$ cat src/rtl/qbb_pkg.sv
// shared constants and types for the quadratic bezier bounding box block
// no dependencies; used by every other file of the block

package qbb_pkg;

   localparam int COORD_WIDTH  = 24;
   localparam int T_FRAC_BITS  = 16;

   localparam int A_WIDTH      = COORD_WIDTH + 2;
   localparam int TQ_WIDTH     = T_FRAC_BITS + 1;
   localparam int INNER_WIDTH  = A_WIDTH + T_FRAC_BITS + 2;
   localparam int SPLIT_LO     = INNER_WIDTH / 2;
   localparam int SPLIT_HI     = INNER_WIDTH - SPLIT_LO;
   localparam int PROD_WIDTH   = INNER_WIDTH + TQ_WIDTH;
   localparam int LANE_LATENCY = T_FRAC_BITS + 7;

   typedef struct packed {
      logic signed [COORD_WIDTH-1:0] mn;
      logic signed [COORD_WIDTH-1:0] mx;
   } span_type;

endpackage

$ cat src/rtl/qbb_merge.sv
// merge stage: combines the x and y lane spans into the registered box
// depends on qbb_pkg

module qbb_merge (
   input  logic                                   clock,
   input  logic                                   en,
   input  qbb_pkg::span_type                      span_x,
   input  qbb_pkg::span_type                      span_y,
   output logic signed [qbb_pkg::COORD_WIDTH-1:0] box_min_x,
   output logic signed [qbb_pkg::COORD_WIDTH-1:0] box_min_y,
   output logic        [qbb_pkg::COORD_WIDTH-1:0] box_width,
   output logic        [qbb_pkg::COORD_WIDTH-1:0] box_height
);

   logic signed [qbb_pkg::COORD_WIDTH-1:0] min_x_ff, min_y_ff;
   logic        [qbb_pkg::COORD_WIDTH-1:0] width_ff, height_ff, width_in, height_in;

   always_comb begin
      width_in  = unsigned'(span_x.mx - span_x.mn);
      height_in = unsigned'(span_y.mx - span_y.mn);
   end

   always_ff @(posedge clock) begin
      if (en) begin
         min_x_ff  <= span_x.mn;
         min_y_ff  <= span_y.mn;
         width_ff  <= width_in;
         height_ff <= height_in;
      end
   end

   assign box_min_x  = min_x_ff;
   assign box_min_y  = min_y_ff;
   assign box_width  = width_ff;
   assign box_height = height_ff;

endmodule

$ cat config.mk
export PLATFORM = sky130hd
export DESIGN_NAME = qbb_merge
export DESIGN_NICKNAME = d
export VERILOG_FILES = /design/src/rtl/qbb_pkg.sv /design/src/rtl/qbb_merge.sv
export SDC_FILE = /design/constraint.sdc
export NUM_CORES = 1
export LEC_CHECK = 0
export BUFFER_PORTS_ARGS = -buffer_cell sky130_fd_sc_hd__buf_2
export CAP_MARGIN = 10
export CORE_ASPECT_RATIO = 2
export CORE_MARGIN = 8
export CORE_UTILIZATION = 40
export CTS_BUF_LIST = sky130_fd_sc_hd__clkbuf_8
export DETAILED_ROUTE_END_ITERATION = 7
export PLACE_DENSITY_LB_ADDON = 0.2
export SYNTH_ARGS = -nofsm -noshare
export SYNTH_HDL_FRONTEND = slang
export SYNTH_SLANG_ARGS = --single-unit
$ cat constraint.sdc
create_clock -name clock -period 4.74 [get_ports clock]
set_input_delay 0.237 -clock clock [delete_from_list [all_inputs] [get_ports clock]]
set_output_delay 0.237 -clock clock [all_outputs]
set_load 0.03 [all_outputs]
==> results.yml, run 1 <==
logic_synthesis:
  syn_nets: 619
  synth.yosys.seq_area_share: 0.5328
  synth_enable_flop_cells: 96
  ys.flop_type: "edfxtp_1"
  synthCells: 473
  synth_cell_types: 51
  ys_seq_elements: 96
  syn_area_per_cell_sq_um: 11.44
  synth.cell_area_sq_um: 5410
  ys_async_sr_fraction: 0
  ys_warn_count: 0
clock_network:
  cts_setup_buffers: 0
  max-clock-path-buffers: 2
  clkSinkCount: 96
  cts_tree: "yes"
  cts_inserted_buffers: 9
  ctsHoldBuffers: 0
  cts-root-buf: "clkbuf_8"
  cts_resized: 0
  h-tree-depth: 3
  clkTransAtPathRegs_ns: 0.10
hold_path:
  hold_depth: 1
  min_from: "span_x[34]"
  hp-class: "primary input to flop"
routing:
  drc: 0
  first_pass_iters: 4
  wl_mm: 13.90
  via_per_inst: 5.133
  routedWlPerCell_um: 16.64
  ant_nets: 0
  drtIter0Drc: 147
  num_vias: 4286
sta:
  worstMarginPinSlew_ns: 0.6389
  setup_slack_ns: 2.368
  max_freq_ghz: 0.4217
  fin_crit_ns: 2.372
  slew_headroom: 0.5740
  fin_crit_sh: 0.5003
  setup_viol: 0
  drv_slew: 0
  hold_violations: 0
  tns_ns: 0
  rsz0062_at_grt: "false"
power:
  internal_power_w: 0.001545
  p_comb_frac: 0.306
  p_sw_w: 0.0007902
  power.leakage_nw: 3.160
  clockPowerShare: 0.228
  power_w: 0.002335
  seqPwrFrac: 0.467
  p_per_area_nw_per_um2: 345.6
  vdd_drop_max_uv: 158.4
  switching_share: 0.3384
critical_path:
  crit_path_start_kind: "primary input"
  end_kind: "flop"
  crit_start: "span_x[0]"
  worstPathRequired_ns: 4.85
  cp_max_fo: 3
  crit_arrival_ns: 2.48
  path_class: "primary input to flop"
global_route:
  grt_usage: 0.1584
  antenna_found_initial: 3
  grt-ovfl-total: 0
  grt_pass1_vias: 4709
  grt_max_degree: 51
  grt_pass1_wl_mm: 22.38
die:
  die_w_um: 98.24
  row_count: 60
  core-area_sq_um: 13360
  initial_core_util: 0.4049
  io_pins: 194
  die_y_um: 180.5
  die_area_sq_um: 17730
placement:
  io_buffer_count: 193
  place_congestion: 0.7979
  dpl.hpwl_mm: 11.40
  place_ws_ns: 2.005
final_layout:
  drive_above_1_share: 0.3201
  synthToLayoutAreaGrowth_pct: 24.86
  num-nets-final: 820
job:
  drv_cap: 0
run_status:
  status: "finished, final reports clean"
per-layer routing:
metal	GRT usage	up-vias	wire, um
met2	0.3014	155	7652
met4	0.06997	2	274
met1	0.1438	1993	4816
li1	-	2117	-
met3	0.05766	19	1147
met5	0	-	8
state kept, by name (all words and copies together), names as in the netlist:
name / count
box_min_y: 24
box_height: 24
box_width: 24
box_min_x: 24
cell usage after synthesis (4+ instances only):
| library cell | number | area [sq um] |
|---|---|---|
| edfxtp_1 | 96 | 2883 |
| inv_1 | 68 | 255.2 |
| ha_1 | 46 | 575.6 |
| a21oi_1 | 37 | 185.2 |
| nand2_1 | 25 | 93.84 |
| xnor2_1 | 24 | 210.2 |
| nor2_1 | 20 | 75.07 |
| o21ai_0 | 19 | 95.09 |
| a21o_1 | 17 | 127.6 |
| xor2_1 | 15 | 131.4 |
| nor3_1 | 12 | 60.06 |
| nand3_1 | 11 | 55.05 |
| nor2b_1 | 8 | 50.05 |
| nand4_1 | 6 | 37.54 |
| o21bai_1 | 6 | 45.04 |
| nand2b_1 | 5 | 31.28 |
| o211ai_1 | 5 | 37.54 |
| o21a_1 | 5 | 37.54 |
| clkbuf_1 | 4 | 15.01 |
power by group through the flow:
stage | Clock, W | Sequential (W) | Combinational, W
after floorplan | 0 | 0.00132 | 0.000277
final | 0.000532 | 0.00109 | 0.000713
after global placement | 0 | 0.00111 | 0.000712
after detailed placement | 0 | 0.00111 | 0.000722
after global routing | 0.000579 | 0.00110 | 0.000779
after CTS | 0.000556 | 0.00109 | 0.000723
critical path, cell delays in order:
cell and delay (ns):
buf_2 0.07, inv_1 0.03, ha_1 0.21, fa_1 0.41, nand2b_1 0.21, a211oi_2 0.23
nor2_1 0.08, o311ai_2 0.43, nor3b_2 0.30, o31a_1 0.19, xor2_1 0.07
worst paths after layout:
check  slack [ns]       endpoint
min          0.06  box_min_x[10]
max          2.37  box_width[22]
layout by cell type (no fill, tap or decap), types with 6 or more instances in the layout:
cell type and instances:
nand2_1 25, buf_2 192, nand3_1 11, inv_1 69, nand4_1 6, xor2_1 15
nor3_1 12, o21bai_1 6, nor2b_1 8, a21oi_1 37, edfxtp_1 96, nor2_1 20
clkbuf_8 9, a21o_1 17, xnor2_1 24, o21ai_0 19, ha_1 46
cell type report:
type / instances / area, sq um
Timing Repair Buffer: 194 / 975.9
Clock inverter: 6 / 61.31
Clock buffer: 9 / 123.9
Inverter: 68 / 255.2
Tap cell: 155 / 193.9
Fill cell: 1275 / 6608
Antenna cell: 2 / 5.005
Sequential cell: 96 / 2883
Multi-Input combinational cell: 305 / 2257
stage by stage:
| stage | utilization | instance area (sq um) | cells | hold slack [ns] |
|---|---|---|---|---|
| floorplan | - | 5410 | 473 | 0.3359 |
| global placement | 0.4913 | 6565 | 818 | 0.4286 |
| detailed placement | 0.4913 | 6565 | 818 | 0.4305 |
| CTS | 0.5052 | 6750 | 833 | 0.03288 |
| global route | 0.5055 | 6755 | 835 | 0.03304 |
| finish | 0.5055 | 6755 | 835 | 0.06313 |
kinds of logic after synthesis:
logic type               share of synthesized area
AO/OA/AOI/OAI                               0.1367
AND/OR/NAND/NOR                            0.09806
flip-flops                                  0.5328
adder cells (fa/ha/maj)                     0.1138
buffers and inverters                      0.04995
XOR/XNOR                                   0.06314
multiplexers                              0.005551
Note: power is estimated with default switching activity, not from simulation.
==> run 2, diff against run 1 <==
- clock period: 4.74 -> 2.1 ns (I/O delays scaled with it)
==> results.yml, run 2 (synthesized netlist as in run 1, its figures left out) <==
die:
  core-area_sq_um: 13360
  row_count: 60
  die_y_um: 180.5
  die_area_sq_um: 17730
  io_pins: 194
  initial_core_util: 0.4049
  die_w_um: 98.24
clock_network:
  clkSinkCount: 96
  h-tree-depth: 3
  cts_inserted_buffers: 9
  cts_tree: "yes"
  cts-root-buf: "clkbuf_8"
  clkTransAtPathRegs_ns: 0.10
  max-clock-path-buffers: 2
sta:
  max_freq_ghz: 0.4945
  setup_viol: 0
  drv_slew: 0
  hold_violations: 0
  fin_crit_sh: 0.9629
  worstMarginPinSlew_ns: 0.4375
  fin_crit_ns: 2.022
  slew_headroom: 0.7053
routing:
  num_vias: 4653
  ant_nets: 0
  wl_mm: 15.64
  via_per_inst: 5.014
  drc: 0
  first_pass_iters: 4
  drtIter0Drc: 201
  routedWlPerCell_um: 16.86
critical_path:
  path_delay_family: "compound AO/OA/AOI/OAI gates"
  end_kind: "flop"
  path_class: "primary input to flop"
  worstPathRequired_ns: 2.21
  cp_cell_sequence: "buf_6 > inv_2 > ha_4 > fa_2 > nand2b_4 > a211oi_4 > nor2_1 > o311ai_2 > nor3b_4 > nor3_2 > xnor2_1"
  crit_path_start_kind: "primary input"
  cp_max_fo: 3
  crit_arrival_ns: 2.14
  path_buf_inv: 2
  slowest_stage: "fa_2"
  max_stage_delay_ns: 0.37
power:
  p_per_area_nw_per_um2: 722.8
  vdd_drop_max_uv: 431.2
  power.leakage_nw: 3.627
run_status:
  status: "finished, final reports clean"
placement:
  placed_cell_area_sq_um: 6960
  place_congestion: 0.9001
  io_buffer_count: 193
  dpl.hpwl_mm: 12.59
final_layout:
  num-nets-final: 914
  final_core_util: 0.5763
  num-fill-cells: 1180
  mostFrequentLayoutCells: "buf_2 (190), edfxtp_1 (96), inv_1 (68)"
  design_area_sq_um: 7701
  synthToLayoutAreaGrowth_pct: 42.35
  layout.cells.most_common: "buf_2"
  drive_above_1_share: 0.3661
  diodes: 0
global_route:
  grt_max_degree: 46
  grt_pass1_wl_mm: 24.61
  grt_pass1_vias: 5176
  grt_usage: 0.1744
  antenna_found_initial: 0
  grt-ovfl-total: 0
hold_path:
  hp-class: "primary input to flop"
job:
  drv_cap: 0
==> run 2: cell count changes in the layout (fill, tap and decap cells not counted), moves of 2 or more <==
| cell | before | now |
|---|---|---|
| diode_2 | 2 | 0 |
| dlygate4sd3_1 | 0 | 45 |
| ha_2 | 0 | 2 |
| buf_12 | 0 | 2 |
| nand2_1 | 25 | 22 |
| buf_2 | 192 | 190 |
| ha_1 | 46 | 43 |
| a21oi_1 | 37 | 35 |
| a21oi_2 | 1 | 3 |
| buf_4 | 2 | 49 |
| buf_6 | 0 | 2 |
| nand2_2 | 0 | 3 |
==> run 2: through the flow <==
stage | hold slack, ns | total power [W] | setup TNS, ns | std cells | setup WS (ns)
2_1_floorplan | 0.2039 | 0.003606 | 0 | 473 | 0.02004
3_3_place_gp | 0.2971 | 0.004241 | -2.795 | 866 | -0.2947
3_5_place_dp | 0.2974 | 0.004276 | -3.521 | 866 | -0.3508
4_1_cts | 0.005244 | 0.005589 | 0 | 927 | 0.02836
5_1_grt | 0.01804 | 0.005836 | -0.03316 | 928 | -0.03316
6_report | 0.01970 | 0.005566 | 0 | 928 | 0.07794
==> run 2: worst paths after layout <==
path | from | endpoint | cells after the start | slack [ns]
min | span_y[30] | box_min_y[6] | 2 | 0.02
max | span_x[0] | box_width[20] | 11 | 0.08
==> run 2: layout make-up <==
cell class                 count  area (sq um)  area share
clock buffer                   9         123.9     0.01608
inverter                      68         255.2     0.03314
multi-input combinational    305          2342      0.3041
timing repair buffer         288          1832      0.2379
sequential                    96          2883      0.3743
clock inverter                 7         71.32    0.009261
tap                          155         193.9     0.02518
==> run 2: metal layers <==
metal / part of all wire / track usage / wire length (um) / vias to the layer above
met5: 0 / 0 / 0 / -
met4: 0.017 / 0.07554 / 271 / 0
met3: 0.073 / 0.05689 / 1138 / 18
met2: 0.58 / 0.3525 / 9071 / 164
met1: 0.33 / 0.1448 / 5162 / 2182
li1: - / - / - / 2289
==> run 2: power breakdown <==
group	internal (W)	switching (W)	total, W	leakage [nW]
registers	0.00240	0.0000625	0.00246	0.940
clock network	0.000554	0.000690	0.00124	0.0991
logic	0.000718	0.00114	0.00186	2.59
==> run 2: timing repair <==
item	in CTS	in global routing
endpoints found under the hold margin	45	0
endpoints found under the setup margin	0	6
setup buffers	0	1
gates resized for setup	0	22
hold buffers	45	0
